### src/hw/rtl/spe_pkg.sv
package spe_pkg;

   typedef enum logic [1:0] {
      CMD_TICK    = 2'd0,
      CMD_CONFIG  = 2'd1,
      CMD_SELECT  = 2'd2,
      CMD_ENCODER = 2'd3
   } cmd_type;

   localparam int unsigned CUR_W = 9;
   localparam int unsigned RES_W = 7;
   localparam int unsigned TICK_W = 16;

   localparam logic [CUR_W-1:0]  CUR_MAX = 9'd300;
   localparam logic [RES_W-1:0]  RES_MIN = 7'd1;
   localparam logic [RES_W-1:0]  RES_MAX = 7'd100;
   localparam logic [RES_W-1:0]  RES_RESET = 7'd10;
   localparam logic [1:0]        CURSOR_RESET = 2'd1;
   localparam logic [1:0]        CURSOR_MODE = 2'd0;
   localparam logic [1:0]        CURSOR_LAST_CC = 2'd3;
   localparam logic [1:0]        CURSOR_LAST_CR = 2'd2;
   localparam logic [TICK_W-1:0] SAVE_DELAY_RESET = 16'd2000;
   localparam logic [TICK_W-1:0] TICK_SAT = 16'hFFFF;

endpackage

### src/hw/rtl/setpoint_editor_ui_fsm_core.sv
// front-panel setpoint editor for an electronic load
//
// req channel: one event per transaction (req_cmd: tick, config button,
// select button, encoder; req_encoder_delta is a signed detent count used
// only for encoder events). accepted when req_valid is high and req_stall
// is low.
// rsp channel: one result per event with mode, active setpoint, limit
// flags, view, cursor, publish and save strobes and the stored setpoints.
// taken when rsp_valid is high and rsp_stall is low.
// csr channel: writes save_delay_ticks whenever csr_valid is high;
// csr_ready is always high. write only while the block is idle.
//
// an accepted event goes into the input register, then through one pass of
// update logic into the result register. throughput: one event per cycle
// while rsp_stall is low, set by the single update pass through the setpoint
// and timer registers.
// a stalled result holds; one more event may sit in the input register,
// after which req_stall goes high until the result is taken.
// reset (synchronous) empties both registers and loads the reset settings:
// constant current, 0.00 A, 10 ohm, monitor view, cursor 1, no pending save.
module setpoint_editor_ui_fsm_core (
   input  logic                            clock,
   input  logic                            reset,
   input  logic                            req_valid,
   output logic                            req_stall,
   input  logic [1:0]                      req_cmd,
   input  logic signed [7:0]               req_encoder_delta,
   output logic                            rsp_valid,
   input  logic                            rsp_stall,
   output logic                            rsp_mode,
   output logic [8:0]                      rsp_setpoint,
   output logic                            rsp_in_config,
   output logic [1:0]                      rsp_cursor,
   output logic                            rsp_at_min,
   output logic                            rsp_at_max,
   output logic                            rsp_published,
   output logic                            rsp_save_request,
   output logic [8:0]                      rsp_save_current,
   output logic [6:0]                      rsp_save_resistance,
   input  logic                            csr_valid,
   output logic                            csr_ready,
   input  logic [15:0]                     csr_save_delay_ticks
);

   localparam int unsigned CW = spe_pkg::CUR_W;
   localparam int unsigned RW = spe_pkg::RES_W;
   localparam int unsigned TW = spe_pkg::TICK_W;

   // input register
   logic                   in_valid_ff, in_valid_in;
   spe_pkg::cmd_type       in_cmd_ff;
   logic signed [7:0]      in_delta_ff;

   // settings state
   logic [TW-1:0]          delay_ff;
   logic                   mode_ff, mode_in;
   logic [CW-1:0]          cur_ff, cur_in;
   logic [RW-1:0]          res_ff, res_in;
   logic                   view_ff, view_in;
   logic [1:0]             cursor_ff, cursor_in;
   logic                   pending_ff, pending_in;
   logic [TW-1:0]          ticks_ff, ticks_in;

   // result register
   logic                   rsp_valid_ff, rsp_valid_in;
   logic                   rsp_mode_ff;
   logic [CW-1:0]          rsp_setpoint_ff;
   logic                   rsp_in_config_ff;
   logic [1:0]             rsp_cursor_ff;
   logic                   rsp_at_min_ff, rsp_at_min_in;
   logic                   rsp_at_max_ff, rsp_at_max_in;
   logic                   rsp_published_ff, rsp_published_in;
   logic                   rsp_save_ff, rsp_save_in;
   logic [CW-1:0]          rsp_save_cur_ff;
   logic [RW-1:0]          rsp_save_res_ff;

   logic                   out_free, move, req_accept;
   logic                   publish, save_now;
   logic [2:0]             cursor_inc;
   logic [2:0]             cursor_top;
   logic signed [15:0]     delta_x;
   logic signed [15:0]     cur_step, res_step;
   logic signed [15:0]     cur_sum, res_sum;

   assign out_free   = !rsp_valid_ff || !rsp_stall;
   assign move       = in_valid_ff && out_free;
   assign req_stall  = in_valid_ff && !out_free;
   assign req_accept = req_valid && !req_stall;
   assign csr_ready  = 1'b1;

   assign in_valid_in  = req_accept ? 1'b1 : (move ? 1'b0 : in_valid_ff);
   assign rsp_valid_in = move ? 1'b1 : (rsp_stall ? rsp_valid_ff : 1'b0);

   // digit arithmetic
   assign delta_x = 16'(in_delta_ff);

   always_comb begin
      case (cursor_ff)
         2'd1:    cur_step = 16'sd100;
         2'd2:    cur_step = 16'sd10;
         2'd3:    cur_step = 16'sd1;
         default: cur_step = 16'sd0;
      endcase
      case (cursor_ff)
         2'd1:    res_step = 16'sd10;
         2'd2:    res_step = 16'sd1;
         default: res_step = 16'sd0;
      endcase
   end

   assign cur_sum = $signed({{(16-CW){1'b0}}, cur_ff}) + 16'(delta_x * cur_step);
   assign res_sum = $signed({{(16-RW){1'b0}}, res_ff}) + 16'(delta_x * res_step);

   assign cursor_inc = {1'b0, cursor_ff} + 3'd1;
   assign cursor_top = mode_ff ? {1'b0, spe_pkg::CURSOR_LAST_CR}
                               : {1'b0, spe_pkg::CURSOR_LAST_CC};

   // event update
   always_comb begin
      logic pend_a;
      logic [TW-1:0] ticks_a;
      mode_in    = mode_ff;
      cur_in     = cur_ff;
      res_in     = res_ff;
      view_in    = view_ff;
      cursor_in  = cursor_ff;
      pend_a     = pending_ff;
      ticks_a    = ticks_ff;
      publish    = 1'b0;
      save_now   = 1'b0;
      unique case (in_cmd_ff)
         spe_pkg::CMD_TICK: begin
            if (pending_ff && ticks_ff != spe_pkg::TICK_SAT) begin
               ticks_a = ticks_ff + 16'd1;
            end
         end
         spe_pkg::CMD_CONFIG: begin
            view_in   = !view_ff;
            cursor_in = spe_pkg::CURSOR_RESET;
            if (view_ff) begin
               save_now = 1'b1;
               pend_a   = 1'b0;
            end
            publish = 1'b1;
         end
         spe_pkg::CMD_SELECT: begin
            if (view_ff) begin
               cursor_in = (cursor_inc > cursor_top) ? spe_pkg::CURSOR_MODE
                                                     : cursor_inc[1:0];
            end
            publish = 1'b1;
         end
         spe_pkg::CMD_ENCODER: begin
            if (view_ff) begin
               if (cursor_ff == spe_pkg::CURSOR_MODE) begin
                  if (in_delta_ff != 8'sd0) begin
                     mode_in   = !mode_ff;
                     cursor_in = spe_pkg::CURSOR_RESET;
                  end
               end else if (!mode_ff) begin
                  if (cur_sum < 16'sd0) begin
                     cur_in = '0;
                  end else if (cur_sum > $signed({7'd0, spe_pkg::CUR_MAX})) begin
                     cur_in = spe_pkg::CUR_MAX;
                  end else begin
                     cur_in = cur_sum[CW-1:0];
                  end
               end else begin
                  if (res_sum < $signed({9'd0, spe_pkg::RES_MIN})) begin
                     res_in = spe_pkg::RES_MIN;
                  end else if (res_sum > $signed({9'd0, spe_pkg::RES_MAX})) begin
                     res_in = spe_pkg::RES_MAX;
                  end else begin
                     res_in = res_sum[RW-1:0];
                  end
               end
               publish = 1'b1;
            end
         end
         default: begin
         end
      endcase
      if (publish && view_in) begin
         pend_a  = 1'b1;
         ticks_a = '0;
      end
      pending_in = pend_a;
      ticks_in   = ticks_a;
      if (pend_a && ticks_a > delay_ff) begin
         save_now   = 1'b1;
         pending_in = 1'b0;
      end
   end

   always_comb begin
      if (!mode_in) begin
         rsp_at_min_in = (cur_in == '0);
         rsp_at_max_in = (cur_in >= spe_pkg::CUR_MAX);
      end else begin
         rsp_at_min_in = (res_in <= spe_pkg::RES_MIN);
         rsp_at_max_in = (res_in >= spe_pkg::RES_MAX);
      end
      rsp_published_in = publish;
      rsp_save_in      = save_now;
   end

   always_ff @(posedge clock) begin
      if (reset) begin
         in_valid_ff  <= 1'b0;
         rsp_valid_ff <= 1'b0;
         delay_ff     <= spe_pkg::SAVE_DELAY_RESET;
         mode_ff      <= 1'b0;
         cur_ff       <= '0;
         res_ff       <= spe_pkg::RES_RESET;
         view_ff      <= 1'b0;
         cursor_ff    <= spe_pkg::CURSOR_RESET;
         pending_ff   <= 1'b0;
         ticks_ff     <= '0;
      end else begin
         in_valid_ff  <= in_valid_in;
         rsp_valid_ff <= rsp_valid_in;
         if (csr_valid && csr_ready) begin
            delay_ff <= csr_save_delay_ticks;
         end
         if (move) begin
            mode_ff    <= mode_in;
            cur_ff     <= cur_in;
            res_ff     <= res_in;
            view_ff    <= view_in;
            cursor_ff  <= cursor_in;
            pending_ff <= pending_in;
            ticks_ff   <= ticks_in;
         end
      end
   end

   always_ff @(posedge clock) begin
      if (req_accept) begin
         in_cmd_ff   <= spe_pkg::cmd_type'(req_cmd);
         in_delta_ff <= req_encoder_delta;
      end
      if (move) begin
         rsp_mode_ff      <= mode_in;
         rsp_setpoint_ff  <= mode_in ? {{(CW-RW){1'b0}}, res_in} : cur_in;
         rsp_in_config_ff <= view_in;
         rsp_cursor_ff    <= cursor_in;
         rsp_at_min_ff    <= rsp_at_min_in;
         rsp_at_max_ff    <= rsp_at_max_in;
         rsp_published_ff <= rsp_published_in;
         rsp_save_ff      <= rsp_save_in;
         rsp_save_cur_ff  <= cur_in;
         rsp_save_res_ff  <= res_in;
      end
   end

   assign rsp_valid           = rsp_valid_ff;
   assign rsp_mode            = rsp_mode_ff;
   assign rsp_setpoint        = rsp_setpoint_ff;
   assign rsp_in_config       = rsp_in_config_ff;
   assign rsp_cursor          = rsp_cursor_ff;
   assign rsp_at_min          = rsp_at_min_ff;
   assign rsp_at_max          = rsp_at_max_ff;
   assign rsp_published       = rsp_published_ff;
   assign rsp_save_request    = rsp_save_ff;
   assign rsp_save_current    = rsp_save_cur_ff;
   assign rsp_save_resistance = rsp_save_res_ff;

   // no pending save outside config view
   a_pending_only_in_config: assert property (@(posedge clock) disable iff (reset)
      !view_ff |-> !pending_ff)
      else $error("save pending in monitor view");

   // constant resistance mode never has the third digit selected
   a_cursor_range_cr: assert property (@(posedge clock) disable iff (reset)
      mode_ff |-> (cursor_ff != spe_pkg::CURSOR_LAST_CC))
      else $error("cursor out of range in resistance mode");

   a_res_range: assert property (@(posedge clock) disable iff (reset)
      (res_ff >= spe_pkg::RES_MIN) && (res_ff <= spe_pkg::RES_MAX))
      else $error("resistance setpoint out of range");

   // a published config change restarts the timer, so no backup save with it
   a_no_save_on_edit: assert property (@(posedge clock) disable iff (reset)
      (rsp_valid_ff && rsp_in_config_ff && rsp_published_ff) |-> !rsp_save_ff)
      else $error("backup save on the same event as an edit");

   a_limits_exclusive: assert property (@(posedge clock) disable iff (reset)
      rsp_valid_ff |-> !(rsp_at_min_ff && rsp_at_max_ff))
      else $error("setpoint at both limits");

endmodule

### config.mk
export PLATFORM = sky130hd
export DESIGN_NAME = setpoint_editor_ui_fsm_core
export DESIGN_NICKNAME = d
export VERILOG_FILES = /design/src/hw/rtl/spe_pkg.sv /design/src/hw/rtl/setpoint_editor_ui_fsm_core.sv
export SDC_FILE = /design/constraint.sdc
export NUM_CORES = 1
export LEC_CHECK = 0
export ABC_CLOCK_PERIOD_IN_PS = 7400
export BUFFER_PORTS_ARGS = -buffer_cell sky130_fd_sc_hd__clkbuf_2
export CORE_ASPECT_RATIO = 0.5
export CORE_MARGIN = 2
export CORE_UTILIZATION = 30
export DETAILED_ROUTE_END_ITERATION = 10
export PLACE_DENSITY_LB_ADDON = 0.2
export SETUP_SLACK_MARGIN = 0.05
export SLEW_MARGIN = 5
export SYNTH_ARGS = -nofsm -noshare
export SYNTH_HDL_FRONTEND = slang
export SYNTH_SLANG_ARGS = --single-unit
### constraint.sdc
create_clock -name clock -period 7.4 [get_ports clock]
set_input_delay 0.37 -clock clock [delete_from_list [all_inputs] [get_ports clock]]
set_output_delay 0.37 -clock clock [all_outputs]
set_load 0.01 [all_outputs]
-- After elaboration in Yosys (flattened, before gate mapping)
Index checks and enable logic that the tools add are counted.
- register bits: 98
- output and inout port bits: 36
- add/sub/neg operators: 4
- multiply operators: 2
- $lt $le $gt $ge: 9
- eq/ne operators: 8
- mux-type cells: 43
- reductions and logical operators: 19
- operators with widths (kind ; number):
    9-bit 2-to-1 mux ; 6
    7-bit 2-to-1 mux ; 7
    16-bit 2-to-1 mux ; 3
    7-bit one-hot mux with 3 select lines ; 1
    1-bit 2-to-1 mux ; 18
    10-bit by 16-bit adder with 16-bit output ; 1
    16-bit by 1-bit adder with 16-bit output (second input constant) ; 1
    8-bit by 16-bit adder with 16-bit output ; 1
    16-bit by 10-bit greater-than comparator with 1-bit output (second input constant) ; 1
    16-bit greater-than comparator ; 1
    16-bit by 8-bit greater-than comparator with 1-bit output (second input constant) ; 1
    16-bit by 1-bit less-than comparator with 1-bit output (second input constant) ; 1
    16-bit by 2-bit less-than comparator with 1-bit output (second input constant) ; 1
    8-bit by 8-bit multiplier with 16-bit output ; 1
    16-bit inequality test (second input constant) ; 1
    8-bit by 5-bit multiplier with 13-bit output ; 1
    2-bit 2-to-1 mux ; 5
    9-bit greater-or-equal comparator (second input constant) ; 1
    9-bit zero test ; 1
    2-bit == test (second input constant) ; 4
    4-bit one-hot mux with 2 select lines ; 1
    8-bit nonzero test ; 1
    7-bit greater-or-equal comparator (second input constant) ; 1
    7-bit by 1-bit <= comparator with 1-bit output (second input constant) ; 1
    12 further kinds ; 24

-- Logic depth before layout (Yosys ltp)
Gate-level depths: netlist of the first run.
- depth after elaboration: 13
- mapped depth: 25
- gate-level depth less buffers: 24

-- Worst setup path before layout of the first run
Ideal clock, no wire load.
- kind: reg-to-reg
- start: register cursor_ff[0]
- end: register rsp_at_max_ff (netlist: rsp_at_max) (data pin)
- library setup time: 0.268 ns
- arrival: 5.624 ns
- data required time: 7.132 ns
- slack: 1.509 ns
- cell stages (with the launch flop): 23
- path buffers: 1
- cells stage by stage: dfxtp_1 inv_1 ha_1 clkbuf_1 nand2_1 inv_1 fa_1 fa_1 inv_1 fa_1 fa_1 inv_1 ha_1 nor2_1 a32o_1 or4_1 a311oi_1 nand4_1 or3_1 a22oi_1 inv_1 nand2_1 o32ai_1
- longest elaborated chain between the ends: 13
- RTL lines (element ; RTL line ; RTL):
    start, declared ; setpoint_editor_ui_fsm_core.sv:60 ; logic [1:0] cursor_ff, cursor_in;
    start signal, assigned ; setpoint_editor_ui_fsm_core.sv:216 ; cursor_ff <= spe_pkg::CURSOR_RESET;
    start signal, assigned ; setpoint_editor_ui_fsm_core.sv:230 ; cursor_ff <= cursor_in;
    2-bit == test or 2-bit by 1-bit == test with 1-bit output (tied branches) ; setpoint_editor_ui_fsm_core.sv:98 ; case (cursor_ff)
    7-bit one-hot mux with 3 select lines ; setpoint_editor_ui_fsm_core.sv:98 ;
    8-bit by 8-bit multiplier with 16-bit output ; setpoint_editor_ui_fsm_core.sv:111 ; assign cur_sum = $signed({{(16-CW){1'b0}}, cur_ff}) + 16'(delta_x * cur_step);
    10-bit by 16-bit adder with 16-bit output ; setpoint_editor_ui_fsm_core.sv:111 ;
    16-bit by 10-bit greater-than comparator with 1-bit output ; setpoint_editor_ui_fsm_core.sv:163 ; end else if (cur_sum > $signed({7'd0, spe_pkg::CUR_MAX})) begin
    9-bit 2-to-1 mux ; setpoint_editor_ui_fsm_core.sv:163 ;
    9-bit 2-to-1 mux ; setpoint_editor_ui_fsm_core.sv:161 ; if (cur_sum < 16'sd0) begin
    9-bit 2-to-1 mux ; setpoint_editor_ui_fsm_core.sv:160 ; end else if (!mode_ff) begin
    9-bit 2-to-1 mux * ; setpoint_editor_ui_fsm_core.sv:155 ; if (cursor_ff == spe_pkg::CURSOR_MODE) begin
    9-bit 2-to-1 mux * ; setpoint_editor_ui_fsm_core.sv:154 ; if (view_ff) begin
    9-bit 2-to-1 mux * ; setpoint_editor_ui_fsm_core.sv:131 ; unique case (in_cmd_ff)
    named net cur_in[8] ; setpoint_editor_ui_fsm_core.sv:57 ; logic [CW-1:0] cur_ff, cur_in;
    9-bit greater-or-equal comparator * ; setpoint_editor_ui_fsm_core.sv:198 ; rsp_at_max_in = (cur_in >= spe_pkg::CUR_MAX);
    1-bit 2-to-1 mux * ; setpoint_editor_ui_fsm_core.sv:196 ; if (!mode_in) begin
    named net rsp_at_max_in ; setpoint_editor_ui_fsm_core.sv:71 ; logic rsp_at_max_ff, rsp_at_max_in;
    end signal, assigned ; setpoint_editor_ui_fsm_core.sv:248 ; rsp_at_max_ff <= rsp_at_max_in;
    end, declared ; setpoint_editor_ui_fsm_core.sv:71 ;
Mark *: on every way through the listed nets, which the timed path passes. The rest lies on a longest branch.
A chain may end at the register's enable or synchronous reset.

-- Worst setup path after layout of the first run
Same ends and word-level chain as after synthesis.

==> impl_summary.md, run 1 <==
Cells and area
In the final design database the tool counted 1225 nets. The area growth from synthesis to layout is 11.54%. The repair_antennas step left the layout with diodes totalling 0.

The post-route netlist has 9.791% of its cells at a drive strength greater than 1. The count of placed standard cells in the final layout, fillers left out is 1443. For this run, the share of the core covered by cells in the final layout is 33.84%.

The design area is 0.009761 sq mm.

Timing
The number of failing setup endpoints in the final timing report is 0. The number of endpoints with negative hold slack in the final report was 0. The max-slew violation total from the final report is 0. The final clock period utilization by the worst path is 87.12%. The setup slack of the critical path after layout is 0.9531 ns. The normalized max-slew margin is 32.45%. Setup repair after global routing left no endpoint under its margin. The maximum achievable frequency is 155.1 MHz. The worst-margin pin slew is 1.013 ns.

After routing, the total negative slack on setup checks comes to 0 ns. The worst setup skew after layout is 0.01184 ns. The worst hold slack across all endpoints is 0.1902 ns. The time the worst path needs with I/O delays and setup is 6.447 ns.

Floorplan
In this run the vertical extent of the chip is 124.8 um. The I/O pin count is 67. The number of placement rows is 44. The core box area is 0.02885 sq mm. The die extent in x is 245.5 um. The initial utilization of the core area, before any placement, comes to 30.33%. The area enclosed by the die boundary is 0.03064 sq mm.

Detailed routing
The sum of met3 wire segment lengths after detailed routing is 680 um. The routed layout has 7054 vias. The highest metal layer carrying signal wires in the routed design is met4. The final antenna-violating net count is 0. For this run, the detailed router's first-pass iteration total came to 7.

After detailed routing, the number of remaining DRC violations is 0. The met2 wire length is 10.21 mm. The detail-routed via count per cell is 4.888. The length of routed wiring on met1 is 11.26 mm.

After detailed routing, the average wire length per cell comes to 15.51 um. The number of design-rule violations left by the first detailed-router iteration is 532. The routed design has 22.38 mm of wire.

Synthesis
The number of warnings issued by yosys is 0. By area, the combinational part of the netlist is dominated by adder cells. The mux cell area share after synthesis is 2.102%. Sorting the synthesized cells by how often they occur yields 155 x sky130_fd_sc_hd__inv_1, 97 x sky130_fd_sc_hd__ha_1, 89 x sky130_fd_sc_hd__nand2_1. After Yosys synthesis, XOR and XNOR cells account for 3.903% of the synthesized area. Summing the areas of all fa, ha and maj instances in the mapped netlist gives 25.31% of the synthesized area.

sky130_fd_sc_hd__inv_1 is the most common cell in the netlist. In this run, distinct cell masters in the synthesized netlist total 74. For this run, asynchronously set or reset flops after synthesis account for 0%. The synthesized-area fraction occupied by and/or/nand/nor cells is 15.86%. The number of flip-flops and latches in the synthesized netlist is 98. After synthesis the cells add up to 0.008751 sq mm.

The number of flops mapped to enable cells by yosys is 43. The most used flip-flop cell after synthesis is sky130_fd_sc_hd__dfxtp_1. The synthesized instance count is 1000. By area the synthesized netlist is led by sky130_fd_sc_hd__edfxtp_1 15%, sky130_fd_sc_hd__ha_1 14%, sky130_fd_sc_hd__dfxtp_1 13%. The post-synthesis compound-gate area fraction is 17.26%. The synthesized netlist net count is 1178. Summed over all instances, the cell type with the most area after synthesis is sky130_fd_sc_hd__edfxtp_1. The mean cell area of the mapped netlist is 8.751 sq um. The top-area cell type share of the netlist area is 14.76%. The sequential area share after synthesis is 27.34%.

Worst hold path
The terminating pin of the worst hold path is in_delta_ff[3]. Counting instances, the worst hold path has a depth of 1. In this run the most critical hold path is launched from req_encoder_delta[3]. The tightest min-delay check is of the primary input to register type.

CTS
Clock-pin slew was measured on the worst setup and hold paths at 0.07 ns. The H-tree generated during clock tree synthesis spans 3 levels. The clock passes through at most 2 buffers. The total setup buffers inserted after CTS is 0.

The clock buffer count from CTS is 9. TritonCTS built the clock tree. Clock latency on the worst-skew pair, taken at its later pin, is 0.36 ns.

The tree is rooted in a sky130_fd_sc_hd__clkbuf_16. The count of cells resized by post-cts repair is 0. The TritonCTS sink count is 98. The quantity of hold-fixing buffers added after cts is 0.

Setup path
The required time at the endpoint of the critical path is 7.48 ns. The end of the worst register-to-register path is rsp_at_max. STA classifies the critical path endpoint as a register. The reg2reg setup slack is 0.95 ns. For the worst setup path, the data arrival time is 6.52 ns. By startpoint and endpoint, the worst setup path is classified as register to register. The reg-to-reg startpoint is cursor_ff[0]. Measured in cells, the most critical reg-to-reg path has a length of 21. The maximum net fanout on the critical path is 13. The worst setup path startpoint is cursor_ff[0]. STA classifies the critical path startpoint as a register.

Power
Summing internal, switching and leakage power gives 2.014 mW. Across the VDD grid, the largest voltage drop is 81.87 uV. The total power per unit cell area is 206.3 mW/mm^2.

For this design the static power due to leakage is 4.518 nW.

Global routing
The global-route wire length before repair is 36.18 mm. The total congestion overflow is 0. The total routing resource utilization after global routing is 14.84%. Entering global routing, the biggest net connects 70 pins. The number of antenna violations at the first check in global routing is 0. The via count of the first global-routing pass was 6785.

Run
Max-cap violations in this run came to 0.

Placement
Detailed placement ended at an HPWL of 17.87 mm. The area of placed instances is 0.009472 sq mm. At the end of routability-driven placement, the weighted congestion stood at 0.8896. The number of instances in the placed design is 1427. The number of port buffers is 65. The worst slack at placement is 0.9560 ns.

Outcome
The run finished with clean final reports.
-- where the power goes --
group          total [mW]  switching (mW)  internal (mW)
Sequential          0.613          0.0210          0.592
Combinational       0.935           0.573          0.362
Clock               0.466           0.222          0.244
Total                2.01           0.817           1.20
-- final cells by class --
| type | instances | area [sq um] |
|---|---|---|
| clock buffers | 11 | 242.7 |
| clock inverters | 5 | 46.29 |
| fillers | 3082 | 19090 |
| inverters | 156 | 585.6 |
| multi-input cells | 712 | 5642 |
| flip-flops and latches | 98 | 2392 |
| well taps | 391 | 489.2 |
| repair buffers | 70 | 362.8 |
-- worst max-delay path: stages, from the launching register on --
cell	delay (ns)
sky130_fd_sc_hd__dfxtp_1	0.46
sky130_fd_sc_hd__inv_1	0.15
sky130_fd_sc_hd__ha_1	0.28
sky130_fd_sc_hd__buf_4	0.20
sky130_fd_sc_hd__and2_1	0.23
sky130_fd_sc_hd__fa_1	0.54
sky130_fd_sc_hd__fa_1	0.44
sky130_fd_sc_hd__fa_1	0.49
sky130_fd_sc_hd__inv_1	0.05
sky130_fd_sc_hd__fa_1	0.52
sky130_fd_sc_hd__inv_1	0.04
sky130_fd_sc_hd__ha_1	0.34
sky130_fd_sc_hd__a211oi_1	0.34
sky130_fd_sc_hd__nor3_1	0.08
sky130_fd_sc_hd__or4_1	0.52
sky130_fd_sc_hd__a311oi_1	0.27
sky130_fd_sc_hd__nand4_1	0.31
sky130_fd_sc_hd__or3_1	0.44
sky130_fd_sc_hd__a22oi_1	0.22
sky130_fd_sc_hd__inv_1	0.08
sky130_fd_sc_hd__nand2_1	0.08
sky130_fd_sc_hd__o32ai_1	0.07
-- cell families after synthesis --
logic type               after synthesis
AND/OR/NAND/NOR                      285
AO/OA/AOI/OAI                        222
buffers and inverters                190
adder cells (fa/ha/maj)              147
flip-flops                            98
XOR/XNOR                              39
multiplexers                          18
other                                  1
-- per-layer routing --
layer | GRT usage (%) | up-vias
met5 | 0 | -
met1 | 21.32 | 3406
met4 | 2.959 | 0
met3 | 2.069 | 14
met2 | 23.66 | 111
li1 | - | 3523
-- cell usage in the layout (no fill, tap or decap), drive strengths merged, types with 5 or more instances in the layout --
master	instances
a211o	5
a211oi	9
a21o	14
a21oi	66
a22oi	10
a31oi	6
and2	30
and3	9
buf	5
clkbuf	76
dfxtp	55
edfxtp	43
fa	50
ha	97
inv	159
mux2i	15
nand2	90
nand2b	8
nand3	16
nand4	13
nor2	72
nor2b	6
nor3	14
nor3b	5
o211ai	12
o21a	9
o21ai	36
o31ai	8
or3	5
xnor2	19
xor2	20
-- flip-flops by register name, summed over array words and instances (netlist names), 2 cells and up --
| signal | count |
|---|---|
| cur_ff | 9 |
| rsp_setpoint | 9 |
| in_cmd_ff | 2 |
| rsp_save_resistance | 7 |
| in_delta_ff | 8 |
| cursor_ff | 2 |
| rsp_save_current | 9 |
| delay_ff | 16 |
| ticks_ff | 16 |
| rsp_cursor | 2 |
| res_ff | 7 |
-- worst max-delay path by stage --
| stage | cells past startpoint | to | slack (ns) |
|---|---|---|---|
| finish | 21 | rsp_at_max | 0.95 |
| global placement | 21 | rsp_at_max | 1.04 |
| CTS | 21 | rsp_at_max | 0.92 |
| global route | 21 | rsp_at_max | 0.52 |
| floorplan | 22 | rsp_at_max | 1.51 |
| detailed placement | 21 | rsp_at_max | 0.96 |
No activity file was read; power rests on OpenSTA's default activity.
==> run 2, diff against run 1 <==
--- a/config.mk
+++ b/config.mk
@@ -6,11 +6,11 @@
 export NUM_CORES = 1
 export LEC_CHECK = 0
 export ABC_CLOCK_PERIOD_IN_PS = 7400
-export BUFFER_PORTS_ARGS = -buffer_cell sky130_fd_sc_hd__clkbuf_2
 export CORE_ASPECT_RATIO = 0.5
 export CORE_MARGIN = 2
 export CORE_UTILIZATION = 30
 export DETAILED_ROUTE_END_ITERATION = 10
+export DONT_BUFFER_PORTS = 1
 export PLACE_DENSITY_LB_ADDON = 0.2
 export SETUP_SLACK_MARGIN = 0.05
 export SLEW_MARGIN = 5
==> run 2 against run 1 <==
Hold slack got worse by 0.10 ns. Cell area fell by 3.1%. Clock-buffer cell count increased by 1. Utilization fell by 1.1 points. Critical path type unchanged. Critical endpoint unchanged. Largest power group unchanged.
==> impl_summary.md, run 2 (synthesis results as in run 1) <==
Cells and area
The library cell used most frequently in the layout, excluding fill and tap cells, is sky130_fd_sc_hd__inv_1. The number of nets in the finished design is 1162. The fraction of final layout cells sized beyond drive strength 1 is 3.943%.

The top cell types in the final layout, fill and taps aside, are 155 x sky130_fd_sc_hd__inv_1, 97 x sky130_fd_sc_hd__ha_1, 89 x sky130_fd_sc_hd__nand2_1. The final-layout fill cell count is 3081. The number of antenna diodes in the final layout is 0.

The largest registers in the layout are delay_ff x16, ticks_ff x16. The area growth from synthesis to final layout is 8.035%.

Timing
The number of endpoints with negative hold slack in the final report came to 0. For the finished layout, the period the worst path requires is 6.317 ns. Of the available clock period, the critical path in the final layout requires 85.36%. The max-slew violation total from the final report came to 0.

The worst setup skew after layout is 0.008095 ns. Setup violations remaining at the end of the flow were counted as 0. Setup repair after global routing left no endpoint under its margin.

The sum of negative setup slack is 0 ns. The worst pin sits at a relative slew slack of 26.14%. For the pin with the worst max-slew slack, the measured transition is 1.094 ns.

The maximum achievable frequency is 158.3 MHz. Hold timing on the final database bottoms out at a slack of 0.09013 ns.

Floorplan
The number of placement rows is 44. The area enclosed by the die boundary is 0.03064 sq mm. The floorplan step set the die width to 245.5 um. The floorplan step defined a core boundary enclosing 0.02885 sq mm.

The die boundary height is 124.8 um. 67 I/O pins were placed. The starting utilization of the core area is 30.33%.

Placement
The number of port buffers is 0. The placer congestion estimate is 0.8678. Detailed placement finished with a half-perimeter wire length of 17.79 mm.

CTS
The TritonCTS sink count is 98. The total setup buffers inserted after CTS is 0. The CTS root buffer is sky130_fd_sc_hd__clkbuf_16. The source-to-sink clock delay at the later pin of the worst-skew pair is 0.35 ns. The clock-pin slew reported for the worst setup and hold paths after clock tree synthesis is 0.07 ns. The count of cells resized by post-cts repair is 0. The quantity of hold-fixing buffers added after cts is 0. In this run, CTS created clock tree buffers numbering 9. The H-tree was split into 3 levels. TritonCTS built the clock tree. The buffer levels on the longest clock path is 2.

Detailed routing
The total vias in the final route is 6851. The final antenna-violating net count is 0. The routed length per instance is 16.37 um. The number of design-rule violations left by the first detailed-router iteration is 517. The length of the first detailed-routing pass in iterations is 4. After detailed routing, the number of vias per cell comes to 4.964. The final layout contains routed wiring with a total length of 22.59 mm. After detailed routing, the number of remaining DRC violations is 0.

Setup path
In this design, the critical path's most frequently occurring cell is sky130_fd_sc_hd__inv_1. At the worst endpoint, the required time is 7.47 ns. The critical path is of the register to register type. The kind of end point of the critical path is a register. Traced cell by cell, the critical path runs through inv_1 > ha_1 > nand2_1 > inv_1 > fa_1 > fa_1 > inv_1 > fa_1 > fa_1 > inv_1 > ha_1 > nor2_1 > a32o_1 > or4_1 > a311oi_1 > nand4_1 > or3_1 > a22oi_1 > inv_1 > nand2_1 > o32ai_1. The largest stage delay on the critical path is 0.55 ns. The slowest stage of the critical path is the sky130_fd_sc_hd__fa_1 cell. STA puts the critical path data arrival time at 6.39 ns. Of all nets on the critical path, the largest fanout is 7. The startpoint type of the worst setup path is a register.

Run
Across the run, the number of max-cap violations was 0.

Global routing
The via count of the first global-routing pass came to 6678. The largest net degree at the start of global routing is 66. The global-route wire length before repair is 36.94 mm. For this run the aggregate overflow at the end of global routing stands at 0. The number of antenna violations at the first check in global routing is 2. Global routing used 15.11% of the available tracks across all layers.

Power
Summed over all cells, the static leakage comes to 4.255 nW. The worst supply voltage drop on vdd is 87.73 uV. The total power per unit cell area is 213.0 mW/mm^2.

Worst hold path
The worst hold path belongs to the class primary input to register.

Outcome
The flow ran to the end, and the final reports show no timing, DRC or antenna violations.
## run 2: per-layer routing
metal  routed length (um)  track usage [%]  up-vias
li1                     -                -     3406
met5                   27                0        -
met2                10190            23.68      122
met4                  350            3.494        4
met3                  685            2.499       28
met1                11340            21.65     3291
## run 2: power breakdown
part	total, mW	switching (mW)	internal, mW
Sequential	0.619	0.0267	0.592
Clock	0.469	0.212	0.257
Combinational	0.926	0.572	0.354
Total	2.01	0.811	1.20
## run 2: critical path: cells and delay by family, from the launching register on
kind,cells,cell delay (ns)
adder cells (fa/ha/maj),6,2.66
AND/OR/NAND/NOR,6,1.65
AO/OA/AOI/OAI,4,0.77
buffers and inverters,5,0.50
flip-flops,1,0.44
## run 2: stage by stage
step                power, mW  setup slack (ns)  util [%]  instances  area, sq um
global placement        1.540             1.112     31.76       1364         9161
global route            2.173            0.5579     32.77       1380         9454
finish                  2.014             1.083     32.77       1380         9454
CTS                     2.029             1.010     32.77       1380         9454
floorplan               1.330             1.509         -       1000         8751
detailed placement      1.549             1.024     31.76       1364         9161
## run 2: path summary, 6_finish.rpt
kind         cells past startpoint  slack, ns           end    startpoint
max                             21       1.08    rsp_at_max  cursor_ff[0]
min                              1       0.09       mode_ff         reset
max reg2reg                     21       1.08    rsp_at_max  cursor_ff[0]
min reg2reg                      2       0.48  ticks_ff[10]  ticks_ff[10]
## run 2: layout make-up
class / count / area, sq um / area share (%)
multi-input combinational: 712 / 5642 / 59.67
sequential: 98 / 2392 / 25.30
inverter: 156 / 585.6 / 6.194
tap: 391 / 489.2 / 5.175
clock buffer: 12 / 267.8 / 2.832
timing repair buffer: 7 / 52.55 / 0.5558
clock inverter: 4 / 25.02 / 0.2647
